[config.mk]
export PLATFORM = sky130hd
export DESIGN_NAME = linear_probe_hash_table_unit
export DESIGN_NICKNAME = d
export VERILOG_FILES = /design/src/rtl/lpht_pkg.sv /design/src/rtl/lpht_ctrl.sv /design/src/rtl/lpht_dpath.sv /design/src/rtl/linear_probe_hash_table_unit.sv
export SDC_FILE = /design/constraint.sdc
export NUM_CORES = 2
export LEC_CHECK = 0
export ABC_AREA = 1
export BUFFER_PORTS_ARGS = -buffer_cell sky130_fd_sc_hd__buf_2
export CORE_MARGIN = 4
export CORE_UTILIZATION = 30
export CTS_CLUSTER_SIZE = 10
export DETAILED_ROUTE_END_ITERATION = 10
export PLACE_DENSITY = 0.44
export SETUP_SLACK_MARGIN = 0.05
export SYNTH_ARGS = -nofsm -noshare
export SYNTH_HDL_FRONTEND = slang
export SYNTH_SLANG_ARGS = --single-unit
[constraint.sdc]
create_clock -name clock -period 10.2 [get_ports clock]
set_input_delay 2.04 -clock clock [delete_from_list [all_inputs] [get_ports clock]]
set_output_delay 2.04 -clock clock [all_outputs]
set_load 0.02 [all_outputs]
[src/rtl/lpht_pkg.sv]
`timescale 1ns / 1ps
`default_nettype none
// ----------------------------------------------------------------------------
// lpht_pkg
// Shared types and constants of the linear probing hash table unit.
// ----------------------------------------------------------------------------
package lpht_pkg;

   localparam int TABLE_DEPTH_DEFAULT = 16;
   localparam int SIZE_W              = 5;
   localparam int MAX_SIZE            = (2 ** SIZE_W) - 1;
   localparam int KEY_W               = 64;
   localparam int KEY_BYTES           = KEY_W / 8;
   localparam int KM_W                = 31;
   localparam int SLOT_W              = 4;
   localparam int STATUS_W            = 2;
   localparam int SUM_W               = 11;

   localparam logic [SIZE_W-1:0] TABLE_SIZE_RESET = SIZE_W'(16);

   typedef enum logic [0:0] {
      OP_INSERT = 1'b0,
      OP_LOOKUP = 1'b1
   } lpht_op_type;

   typedef enum logic [STATUS_W-1:0] {
      STATUS_OK        = 2'd0,
      STATUS_FULL      = 2'd1,
      STATUS_NOT_FOUND = 2'd2,
      STATUS_NO_TABLE  = 2'd3
   } lpht_status_type;

   typedef enum logic [2:0] {
      S_IDLE,
      S_SUM,
      S_DIV,
      S_READ,
      S_CHECK,
      S_DONE
   } lpht_state_type;

   typedef struct packed {
      logic load;
      logic no_table;
      logic sum;
      logic div;
      logic read;
      logic check;
   } lpht_cmd_type;

   typedef struct packed {
      logic size_zero;
      logic div_last;
      logic probe_hit;
      logic probe_last;
   } lpht_flag_type;

endpackage
`default_nettype wire

[src/rtl/lpht_ctrl.sv]
`timescale 1ns / 1ps
`default_nettype none
// ----------------------------------------------------------------------------
// lpht_ctrl
// Sequencer: hash, bit-serial remainder, read and compare of each probe.
// ----------------------------------------------------------------------------
module lpht_ctrl (
   input  wire                    clock,
   input  wire                    reset,
   input  wire                    start,
   input  lpht_pkg::lpht_flag_type flag,
   output lpht_pkg::lpht_cmd_type  cmd,
   output logic                   busy,
   output logic                   rsp_valid
);
   import lpht_pkg::*;

   lpht_state_type state_ff;
   lpht_state_type state_in;
   logic           open_w;

   assign open_w = (state_ff == S_IDLE) || (state_ff == S_DONE);

   always_ff @(posedge clock) begin
      if (reset) begin
         state_ff <= S_IDLE;
      end else begin
         state_ff <= state_in;
      end
   end

   always_comb begin
      state_in = state_ff;
      unique case (state_ff)
         S_IDLE, S_DONE: begin
            if (start) begin
               state_in = flag.size_zero ? S_DONE : S_SUM;
            end else begin
               state_in = S_IDLE;
            end
         end
         S_SUM: begin
            state_in = S_DIV;
         end
         S_DIV: begin
            state_in = flag.div_last ? S_READ : S_DIV;
         end
         S_READ: begin
            state_in = S_CHECK;
         end
         S_CHECK: begin
            state_in = (flag.probe_hit || flag.probe_last) ? S_DONE : S_READ;
         end
         default: begin
            state_in = S_IDLE;
         end
      endcase
   end

   always_comb begin
      cmd          = '0;
      cmd.load     = open_w && start;
      cmd.no_table = open_w && start && flag.size_zero;
      cmd.sum      = (state_ff == S_SUM);
      cmd.div      = (state_ff == S_DIV);
      cmd.read     = (state_ff == S_READ);
      cmd.check    = (state_ff == S_CHECK);
      busy         = !open_w;
      rsp_valid    = (state_ff == S_DONE);
   end

endmodule
`default_nettype wire

[src/rtl/lpht_dpath.sv]
`timescale 1ns / 1ps
`default_nettype none
// ----------------------------------------------------------------------------
// lpht_dpath
// Size register, key trim and byte sum, remainder unit, slot store, results.
// ----------------------------------------------------------------------------
module lpht_dpath #(
   parameter int TABLE_DEPTH = lpht_pkg::TABLE_DEPTH_DEFAULT
) (
   input  wire                                clock,
   input  wire                                reset,
   input  wire                                csr_we,
   input  wire  [lpht_pkg::SIZE_W-1:0]        csr_wdata,
   input  wire                                req_operation,
   input  wire  [lpht_pkg::KEY_W-1:0]         req_key,
   input  wire  [lpht_pkg::KM_W-1:0]          req_km_value,
   input  lpht_pkg::lpht_cmd_type             cmd,
   output lpht_pkg::lpht_flag_type            flag,
   output logic [lpht_pkg::STATUS_W-1:0]      rsp_status,
   output logic [lpht_pkg::SLOT_W-1:0]        rsp_slot,
   output logic [lpht_pkg::KM_W-1:0]          rsp_found_km
);
   import lpht_pkg::*;

   localparam int STORE_DEPTH = (TABLE_DEPTH < MAX_SIZE) ? TABLE_DEPTH : MAX_SIZE;
   localparam int IDX_W       = (STORE_DEPTH > 1) ? $clog2(STORE_DEPTH) : 1;
   localparam int CNT_W       = $clog2(SUM_W);

   function automatic logic [KEY_W-1:0] key_trim(input logic [KEY_W-1:0] key);
      logic [KEY_W-1:0] trimmed;
      logic             live;
      trimmed = '0;
      live    = 1'b1;
      for (int i = 0; i < KEY_BYTES; i++) begin
         live = live && (key[8*i +: 8] != 8'd0);
         if (live) begin
            trimmed[8*i +: 8] = key[8*i +: 8];
         end
      end
      return trimmed;
   endfunction

   function automatic logic [SUM_W-1:0] byte_sum(input logic [KEY_W-1:0] key);
      logic [SUM_W-1:0] acc;
      acc = '0;
      for (int i = 0; i < KEY_BYTES; i++) begin
         acc = acc + SUM_W'(key[8*i +: 8]);
      end
      return acc;
   endfunction

   logic [SIZE_W-1:0]      table_size_ff;
   logic                   op_ff;
   logic [KEY_W-1:0]       key_ff;
   logic [KM_W-1:0]        km_ff;
   logic [SIZE_W-1:0]      size_ff;
   logic [SUM_W-1:0]       sum_ff;
   logic [SIZE_W-1:0]      rem_ff;
   logic [CNT_W-1:0]       cnt_ff;
   logic [IDX_W-1:0]       idx_ff;
   logic [SIZE_W-1:0]      n_ff;
   logic [STORE_DEPTH-1:0] used_ff;
   logic                   rd_used_ff;
   logic [KEY_W-1:0]       rd_key_ff;
   logic [KM_W-1:0]        rd_km_ff;
   lpht_status_type        status_ff;
   logic [SLOT_W-1:0]      slot_ff;
   logic [KM_W-1:0]        found_km_ff;

   logic [KEY_W-1:0]       key_mem [STORE_DEPTH];
   logic [KM_W-1:0]        km_mem  [STORE_DEPTH];

   logic [SIZE_W-1:0]      size_eff;
   logic [SIZE_W:0]        rem_shift;
   logic                   rem_ge;
   logic [SIZE_W-1:0]      rem_in;
   logic [SIZE_W-1:0]      idx_inc;
   logic [IDX_W-1:0]       idx_in;
   logic                   is_lookup;
   logic                   hit;
   logic                   last;

   assign size_eff  = (table_size_ff > SIZE_W'(STORE_DEPTH)) ? SIZE_W'(STORE_DEPTH)
                                                             : table_size_ff;
   assign rem_shift = {rem_ff, sum_ff[cnt_ff]};
   assign rem_ge    = rem_shift >= {1'b0, size_ff};
   assign rem_in    = rem_ge ? SIZE_W'(rem_shift - {1'b0, size_ff}) : rem_shift[SIZE_W-1:0];
   assign idx_inc   = SIZE_W'(idx_ff) + SIZE_W'(1);
   assign idx_in    = (idx_inc == size_ff) ? '0 : idx_inc[IDX_W-1:0];
   assign is_lookup = (op_ff == OP_LOOKUP);
   assign hit       = is_lookup ? (rd_used_ff && (rd_key_ff == key_ff)) : !rd_used_ff;
   assign last      = (n_ff == (size_ff - SIZE_W'(1)));

   assign flag.size_zero  = (table_size_ff == '0);
   assign flag.div_last   = (cnt_ff == '0);
   assign flag.probe_hit  = hit;
   assign flag.probe_last = last;

   always_ff @(posedge clock) begin
      if (reset) begin
         table_size_ff <= TABLE_SIZE_RESET;
         used_ff       <= '0;
      end else begin
         if (csr_we) begin
            table_size_ff <= csr_wdata;
         end
         if (cmd.check && hit && !is_lookup) begin
            used_ff[idx_ff] <= 1'b1;
         end
      end
   end

   always_ff @(posedge clock) begin
      if (cmd.load) begin
         op_ff   <= req_operation;
         key_ff  <= key_trim(req_key);
         km_ff   <= req_km_value;
         size_ff <= size_eff;
      end
      if (cmd.sum) begin
         sum_ff <= byte_sum(key_ff);
         rem_ff <= '0;
         cnt_ff <= CNT_W'(SUM_W - 1);
      end
      if (cmd.div) begin
         rem_ff <= rem_in;
         cnt_ff <= cnt_ff - CNT_W'(1);
         if (cnt_ff == '0) begin
            idx_ff <= rem_in[IDX_W-1:0];
            n_ff   <= '0;
         end
      end
      if (cmd.read) begin
         rd_used_ff <= used_ff[idx_ff];
      end
      if (cmd.check && !hit && !last) begin
         idx_ff <= idx_in;
         n_ff   <= n_ff + SIZE_W'(1);
      end
   end

   always_ff @(posedge clock) begin
      if (cmd.read) begin
         rd_key_ff <= key_mem[idx_ff];
         rd_km_ff  <= km_mem[idx_ff];
      end
      if (cmd.check && hit && !is_lookup) begin
         key_mem[idx_ff] <= key_ff;
         km_mem[idx_ff]  <= km_ff;
      end
   end

   always_ff @(posedge clock) begin
      if (cmd.no_table) begin
         status_ff   <= STATUS_NO_TABLE;
         slot_ff     <= '0;
         found_km_ff <= '0;
      end else if (cmd.check && hit) begin
         status_ff   <= STATUS_OK;
         slot_ff     <= SLOT_W'(idx_ff);
         found_km_ff <= is_lookup ? rd_km_ff : '0;
      end else if (cmd.check && last) begin
         status_ff   <= is_lookup ? STATUS_NOT_FOUND : STATUS_FULL;
         slot_ff     <= '0;
         found_km_ff <= '0;
      end
   end

   assign rsp_status   = status_ff;
   assign rsp_slot     = slot_ff;
   assign rsp_found_km = found_km_ff;

endmodule
`default_nettype wire

[src/rtl/linear_probe_hash_table_unit.sv]
`timescale 1ns / 1ps
`default_nettype none
// ----------------------------------------------------------------------------
// linear_probe_hash_table_unit
// Open-addressing hash table with linear probing: insert and lookup of
// 8-byte keys carrying a 31-bit mileage value.
// ----------------------------------------------------------------------------
// An item shows its result on rsp_valid after the byte sum, the bit-serial
// remainder of that sum by the table size (capped at the store depth), and
// for each probe a registered slot read and a key compare; the next item is
// accepted only once the previous one is done. With a table size of zero the
// result follows in the next cycle. busy drops during the cycle that shows a
// result, so a new item can start there. Each result is on the rsp_ ports for
// exactly one cycle and the receiver cannot stall it. Write the table size
// through csr_we and csr_wdata only while no item is in flight.
module linear_probe_hash_table_unit #(
   parameter int TABLE_DEPTH = lpht_pkg::TABLE_DEPTH_DEFAULT
) (
   input  wire                            clock,
   input  wire                            reset,
   input  wire                            csr_we,
   input  wire  [lpht_pkg::SIZE_W-1:0]    csr_wdata,
   input  wire                            start,
   output logic                           busy,
   input  wire                            req_operation,
   input  wire  [lpht_pkg::KEY_W-1:0]     req_key,
   input  wire  [lpht_pkg::KM_W-1:0]      req_km_value,
   output logic                           rsp_valid,
   output logic [lpht_pkg::STATUS_W-1:0]  rsp_status,
   output logic [lpht_pkg::SLOT_W-1:0]    rsp_slot,
   output logic [lpht_pkg::KM_W-1:0]      rsp_found_km
);
   import lpht_pkg::*;

   lpht_cmd_type  cmd;
   lpht_flag_type flag;

   lpht_ctrl u_ctrl (
      .clock     (clock),
      .reset     (reset),
      .start     (start),
      .flag      (flag),
      .cmd       (cmd),
      .busy      (busy),
      .rsp_valid (rsp_valid)
   );

   lpht_dpath #(
      .TABLE_DEPTH (TABLE_DEPTH)
   ) u_dpath (
      .clock         (clock),
      .reset         (reset),
      .csr_we        (csr_we),
      .csr_wdata     (csr_wdata),
      .req_operation (req_operation),
      .req_key       (req_key),
      .req_km_value  (req_km_value),
      .cmd           (cmd),
      .flag          (flag),
      .rsp_status    (rsp_status),
      .rsp_slot      (rsp_slot),
      .rsp_found_km  (rsp_found_km)
   );

endmodule
`default_nettype wire

Yosys cells after proc, flatten, opt, wreduce, memory -nomap -nowiden
Memories as Yosys holds them, arrays and structs flattened. A register that Yosys moved wholly into a read port is not among the register bits.
Index checks and enable logic that the tools add are counted.

word-level totals
  bits in registers = 192
  latch bits = 0
  memory bits (writable) = 1520
  ROM bits = 0
  input bits = 105
  memories kept = 2

operators by class
  add/subtract/negate cells = 12
  $mul = 0
  divide/modulo/power cells = 0
  magnitude comparators = 5
  equality and inequality tests = 8
  shift operators = 0
  multiplexer cells = 34
  bitwise gates (word level) = 1
  reduce and logical (&&, ||, !) cells = 40

memories
  name             words  width  rd ports  clocked after Yosys merged registers in  write ports  RTL line          text
  u_dpath.key_mem  16     64     1         1                                        1            lpht_dpath.sv:70  logic [KEY_W-1:0] key_mem [STORE_DEPTH];
  u_dpath.km_mem   16     31     1         1                                        1            lpht_dpath.sv:71  logic [KM_W-1:0] km_mem [STORE_DEPTH];

operators with widths
  cell                   number
  $mux W31               3
  $add A11 B8 Y11        6
  $eq A64 B64 Y1         1
  $reduce_bool A8 Y1     8
  $mux W4                8
  $mux W5                6
  $logic_and A1 B1 Y1    16
  $or A16 B16 Y16        1
  $pmux W3 S5            1
  $eq A5 B5 Y1           2
  $lt A4 B5 Y1 const B   2
  $add A8 B8 Y9          1
  $mux W3                3
  $bmux W1 S4            2
  $reduce_bool A2 Y1     4
  $mux W1                7
  $eq A3 B2 Y1 const B   2
  $eq A3 B3 Y1 const B   2
  $ge A6 B5 Y1           1
  $mux W2                3
  $add A4 B1 Y5 const B  1
  $add A5 B1 Y5 const B  1
  $gt A5 B5 Y1 const B   1
  $logic_not A1 Y1       5
  12 further kinds       13

Logic depth before layout (Yosys ltp)
  depth after elaboration = 8
  depth in mapped cells = 23
  mapped depth without buffers = 23

Hierarchy
Synthesis repeated with hierarchy kept, for this count alone.

unflattened totals
  cell total of the unflattened synthesis = 5547
  area, all modules = 71616.2 um^2

by module, submodules not included
  module      instances  cells each  area each (um^2)  seq. area each (um^2)
  lpht_dpath  1          5507        71382.2           53591.4
  lpht_ctrl   1          40          234.0             60.1

Worst setup path before layout
No wires, ideal clock.

  path type = register to register
  from = register u_dpath.idx_ff[1]
  to = memory u_dpath.key_mem[12][0] (enable)
  setup time = 667 ps
  arrival time = 7893 ps
  data required time = 9533 ps
  path slack = 1640 ps
  stages on the path, launching flop included = 8
  buffers on the path = 3
  cell sequence = edfxtp_1 buf_2 clkinv_1 clkbuf_1 clkbuf_1 ha_1 inv_1 nor3_1

RTL lines
  item                    RTL line           text
  start, declared         lpht_dpath.sv:60   logic [IDX_W-1:0] idx_ff;
  start signal, assigned  lpht_dpath.sv:129  idx_ff <= rem_in[IDX_W-1:0];
  start signal, assigned  lpht_dpath.sv:137  idx_ff <= idx_in;
  end, declared           lpht_dpath.sv:70

No word-level cell before the write port.

Final worst setup path
  from = register u_dpath.key_ff[0]
  to = register u_dpath.sum_ff[10] (data pin)

between the ends
  cells in the longest elaborated chain, start to end = 7

ends and longest elaborated chain
  item                           RTL line           text
  start, declared                lpht_dpath.sv:54   logic [KEY_W-1:0] key_ff;
  start signal, assigned         lpht_dpath.sv:116  key_ff <= key_trim(req_key);
  $add A8 B8 Y9                  lpht_dpath.sv:47   acc = acc + SUM_W'(key[8*i +: 8]);
  $add A11 B8 Y11 (6 in series)  lpht_dpath.sv:47
  end signal, assigned           lpht_dpath.sv:121  sum_ff <= byte_sum(key_ff);
  end, declared                  lpht_dpath.sv:57   logic [SUM_W-1:0] sum_ff;

Every way passes these cells.
A chain may end at the register's enable or synchronous reset.

==> summary.log <==
INFO  cells_and_area fraction_of_layout_instances_using_a_drive_strength_above_1=8.60%
INFO  synthesis      synthSimpleGateAreaFrac=10.0%
INFO  synthesis      syn_inst=5,547
INFO  power          p_leak=27.0nW
INFO  synthesis      ys_seq_elements=1,807
INFO  timing         setup_viol=0
INFO  min_path       worstHoldPathType=reg -> reg
INFO  clock_tree     clock_path_buffers=3
INFO  power          psw=4.08mW
INFO  place          number_of_cells_in_the_design_after_placement=8,619
INFO  cells_and_area post_route_cell_area=81,700squm
INFO  clock_tree     cts-root-buf=sky130_fd_sc_hd__clkbuf_16
INFO  routing        dr.first_iter.drc_count=4,016
INFO  synthesis      sequential_share_of_the_synthesized_area=74.9%
INFO  clock_tree     cts-buffers-inserted=205
INFO  synthesis      yosys.cell_types.count=39
INFO  critical_path  timing.critical_path.buf_inv=4
INFO  critical_path  startpoint=u_dpath.key_ff[0]
INFO  synthesis      post_synth_xor_xnor_area=0.599%
INFO  power          comb_power_share=9.2%
INFO  floorplanning  die_x=497um
INFO  clock_tree     clock_insertion_delay_worst_skew=840ps
INFO  global_routing grt_max_degree=196
INFO  flow_run       max_cap_viol_count=0
INFO  routing        routed-via-count=44,300
INFO  routing        wire_per_inst=24.3um
INFO  floorplanning  core_region_area=238,000squm
INFO  place          port-buffer-count=143
INFO  timing         max-slew-margin-rel=24.0%
INFO  power          power.switching_fraction=24.3%
INFO  timing         period_minus_slack=5810ps
INFO  global_routing global_route.overflow_total=0
INFO  power          total_power=16.8mW
INFO  power          cell_internal_pwr=12.7mW
INFO  routing        drt.antenna.violating_nets=0
INFO  synthesis      synth_compound_gate_area_share=9.48%
INFO  synthesis      yosys-top-cells-area=sky130_fd_sc_hd__edfxtp_1 73%, sky130_fd_sc_hd__o21ai_0 5.6%, sky130_fd_sc_hd__nor2_1 5.0%
INFO  synthesis      synthMuxAreaShare=0%
INFO  synthesis      synthesis.area_per_instance=12.9squm
INFO  critical_path  worst_path_largest_cell_delay=830ps
INFO  critical_path  cp_data_arrival_time=6400ps
INFO  place          hpwlAfterDp=104,000um
INFO  clock_tree     htree_levels=4
INFO  clock_tree     cts_tree=built
INFO  floorplanning  ioPinCount=144
INFO  power          pwr-share-clk=39.3%
INFO  clock_tree     clkSinkCount=1,807
INFO  power          share_seq_of_total_power=51.5%
INFO  synthesis      netlist_area=71,600squm
INFO  clock_tree     cts_hold_repair_buffers=0
INFO  synthesis      synth.cells.most_frequent=1,746 x sky130_fd_sc_hd__edfxtp_1, 955 x sky130_fd_sc_hd__nor2_1, 796 x sky130_fd_sc_hd__o21ai_0
INFO  floorplanning  die_y=497um
INFO  synthesis      synth_top_area_share=73.2%
INFO  critical_path  timing.critical_path.fanout_max=19
INFO  synthesis      postSynthNetCount=5,728
INFO  clock_tree     post_cts_buffers=0
INFO  synthesis      synth_flop_cell=sky130_fd_sc_hd__edfxtp_1
INFO  routing        detailedRoute.firstPassIterationCount=7
INFO  critical_path  critical-path-top-cell-by-count=sky130_fd_sc_hd__fa_1
INFO  global_routing global_route_wire_length_before_repair=310,000um
INFO  place          globalplace.congestion=0.750
INFO  critical_path  timing.critical_path.required=10,790ps
INFO  floorplanning  fp-row-count=179
INFO  timing         period_share=56.9%
INFO  synthesis      synth-adder-area-share=1.75%
INFO  timing         timing.final.hold_violations=0
INFO  global_routing grt_antenna_before_repair=4
INFO  critical_path  crit_family=adder cells
INFO  synthesis      post_synth_edffs=1,746
INFO  critical_path  worst_setup_start_kind=flop
INFO  min_path       timing.hold.worst.start=u_dpath.table_size_ff[4]
INFO  timing         grt_setup_unrepaired=no
INFO  power          vdd.ir_drop.worst=165uV
INFO  floorplanning  initial_utilization=30.1%
INFO  synthesis      async_flop_share=0%
INFO  cells_and_area instances_no_fill=8,912
INFO  floorplanning  die_area=247,000squm
INFO  routing        detail_route.vias_per_cell=4.97
INFO  clock_tree     cts_resized=0
INFO  synthesis      synth.yosys.warnings=0
INFO  critical_path  critical_path.endpoint_type=flop
INFO  cells_and_area finish.net_count=5,840
INFO  timing         fin_skew=31.7ps
INFO  routing        postRouteWirelength=216,000um
INFO  timing         worst_pin_slew=1130ps
INFO  place          placedInstanceArea=75,900squm
INFO  critical_path  worstPathCellList=ha_1 -> inv_1 -> fa_1 -> o21ai_0 -> a21oi_1 -> o21ai_0 -> xnor2_1 -> inv_1 -> fa_1 -> inv_1 -> fa_1 -> fa_1 -> inv_1 -> fa_1 -> ha_1 -> nand2_1 -> o21ai_0 -> a21oi_1 -> nor2_1 -> nor2_1 -> xnor2_1
INFO  cells_and_area area_growth_syn_to_layout=14.1%
INFO  routing        drc=0
INFO  critical_path  timing.critical_path.slowest_stage_cell=sky130_fd_sc_hd__edfxtp_1
INFO  global_routing grt_pass1_vias=43,300
INFO  timing         final.setup.tns=0ps
INFO  clock_tree     clk_pin_slew_worst_paths=60ps
INFO  synthesis      largest_family_of_logic_cells_by_synthesized_area=simple AND/OR/NAND/NOR gates
INFO  critical_path  worst_r2r_startpoint=u_dpath.key_ff[0]
INFO  critical_path  worstSetupPathType=reg -> reg
INFO  synthesis      netlist.top_cell.by_area=sky130_fd_sc_hd__edfxtp_1
INFO  power          power_per_cell_area=206nW/um^2
INFO  timing         final-max-slew-violation-count=0
INFO  synthesis      yosys.cell_count.top_type=sky130_fd_sc_hd__edfxtp_1
INFO  outcome        outcome=complete, no violations
INFO  global_routing grt_usage=17.2%
INFO  timing         fmax=172MHz
==> metal layers <==
layer	GRT usage, %	share of wire [%]
met2	28.1	48
met4	4.46	2.3
met5	0	0
met3	2.52	4.7
met1	24.0	45
==> worst paths after layout <==
kind	end	slack [ps]	cells after the start
min reg2reg	u_dpath.size_ff[4]	460	0
max reg2reg	u_dpath.sum_ff[10]	4390	21
max	u_dpath.sum_ff[10]	4390	21
min	u_dpath.size_ff[4]	460	0
==> flip-flops by register name (all words and copies together) (netlist names) <==
signal / count
u_dpath.rsp_status: 2
u_dpath.km_ff: 31
u_dpath.is_lookup: 1
u_dpath.sum_ff: 11
u_dpath.rem_ff: 5
u_ctrl.state_ff: 3
u_dpath.rsp_found_km: 31
u_dpath.rd_used_ff: 1
u_dpath.cnt_ff: 4
u_dpath.rd_key_ff: 64
u_dpath.n_ff: 5
u_dpath.rd_km_ff: 31
u_dpath.km_mem: 496
u_dpath.idx_ff: 4
u_dpath.key_mem: 1024
u_dpath.key_ff: 64
u_dpath.table_size_ff: 5
u_dpath.used_ff: 16
u_dpath.rsp_slot: 4
u_dpath.size_ff: 5
==> worst register-to-register path: stages (launching register included) <==
cell                       delay [ps]
sky130_fd_sc_hd__edfxtp_1         830
sky130_fd_sc_hd__ha_1             290
sky130_fd_sc_hd__inv_1             60
sky130_fd_sc_hd__fa_1             390
sky130_fd_sc_hd__o21ai_0          310
sky130_fd_sc_hd__a21oi_1          120
sky130_fd_sc_hd__o21ai_0          290
sky130_fd_sc_hd__xnor2_1          190
sky130_fd_sc_hd__inv_1             90
sky130_fd_sc_hd__fa_1             480
sky130_fd_sc_hd__inv_1             50
sky130_fd_sc_hd__fa_1             450
sky130_fd_sc_hd__fa_1             490
sky130_fd_sc_hd__inv_1             50
sky130_fd_sc_hd__fa_1             430
sky130_fd_sc_hd__ha_1             340
sky130_fd_sc_hd__nand2_1           60
sky130_fd_sc_hd__o21ai_0          280
sky130_fd_sc_hd__a21oi_1          110
sky130_fd_sc_hd__nor2_1           100
sky130_fd_sc_hd__nor2_1            50
sky130_fd_sc_hd__xnor2_1          120
==> metrics by stage <==
| stage | worst slack (ps) | hold WS (ps) | util, % |
|---|---|---|---|
| CTS | 4440 | 457 | 34.4 |
| global placement | 4420 | 428 | 31.9 |
| finish | 4390 | 456 | 34.4 |
| global route | 4060 | 468 | 34.4 |
| floorplan | 1640 | 435 | - |
| detailed placement | 4430 | 429 | 31.9 |
==> cell families after synthesis <==
| kind of cell | count (synthesis) |
|---|---|
| buf+inv | 580 |
| compound gates | 1253 |
| fa+ha+maj | 76 |
| simple gates | 1782 |
| flops | 1807 |
| xor+xnor | 49 |
==> power groups by stage <==
| stage | logic (mW) | clock network, mW | registers [mW] |
|---|---|---|---|
| 2_1_floorplan | 1.03 | 0 | 8.81 |
| 3_3_place_gp | 1.59 | 0 | 8.81 |
| 3_5_place_dp | 1.57 | 0 | 8.81 |
| 4_1_cts | 1.58 | 6.81 | 8.66 |
| 5_1_grt | 1.78 | 7.13 | 8.68 |
| 6_report | 1.55 | 6.62 | 8.66 |
==> placed cells by master, fill, tap and decap left out, types with 36 or more instances in the layout <==
| cell | Yosys | layout |
|---|---|---|
| sky130_fd_sc_hd__inv_1 | 244 | 244 |
| sky130_fd_sc_hd__o21ai_0 | 796 | 796 |
| sky130_fd_sc_hd__nand2_1 | 622 | 622 |
| sky130_fd_sc_hd__clkbuf_16 | 0 | 207 |
| sky130_fd_sc_hd__dfxtp_1 | 61 | 61 |
| sky130_fd_sc_hd__buf_4 | 3 | 79 |
| sky130_fd_sc_hd__nand4_1 | 103 | 103 |
| sky130_fd_sc_hd__nor2_1 | 955 | 950 |
| sky130_fd_sc_hd__ha_1 | 36 | 36 |
| sky130_fd_sc_hd__a21oi_1 | 59 | 59 |
| sky130_fd_sc_hd__clkbuf_1 | 254 | 58 |
| sky130_fd_sc_hd__fa_1 | 40 | 40 |
| sky130_fd_sc_hd__edfxtp_1 | 1746 | 1746 |
| sky130_fd_sc_hd__buf_2 | 47 | 143 |
| sky130_fd_sc_hd__o22ai_1 | 386 | 386 |
==> layout make-up <==
cell class / instances / area [sq um]
Antenna cell: 3 / 7.51
Multi-Input combinational cell: 3160 / 15800
Inverter: 250 / 958
Clock buffer: 267 / 5430
Sequential cell: 1807 / 53700
Timing Repair Buffer: 235 / 1570
Clock inverter: 23 / 327
Tap cell: 3167 / 3960
Fill cell: 23200 / 156000
No activity file was read; power rests on OpenSTA's default activity.
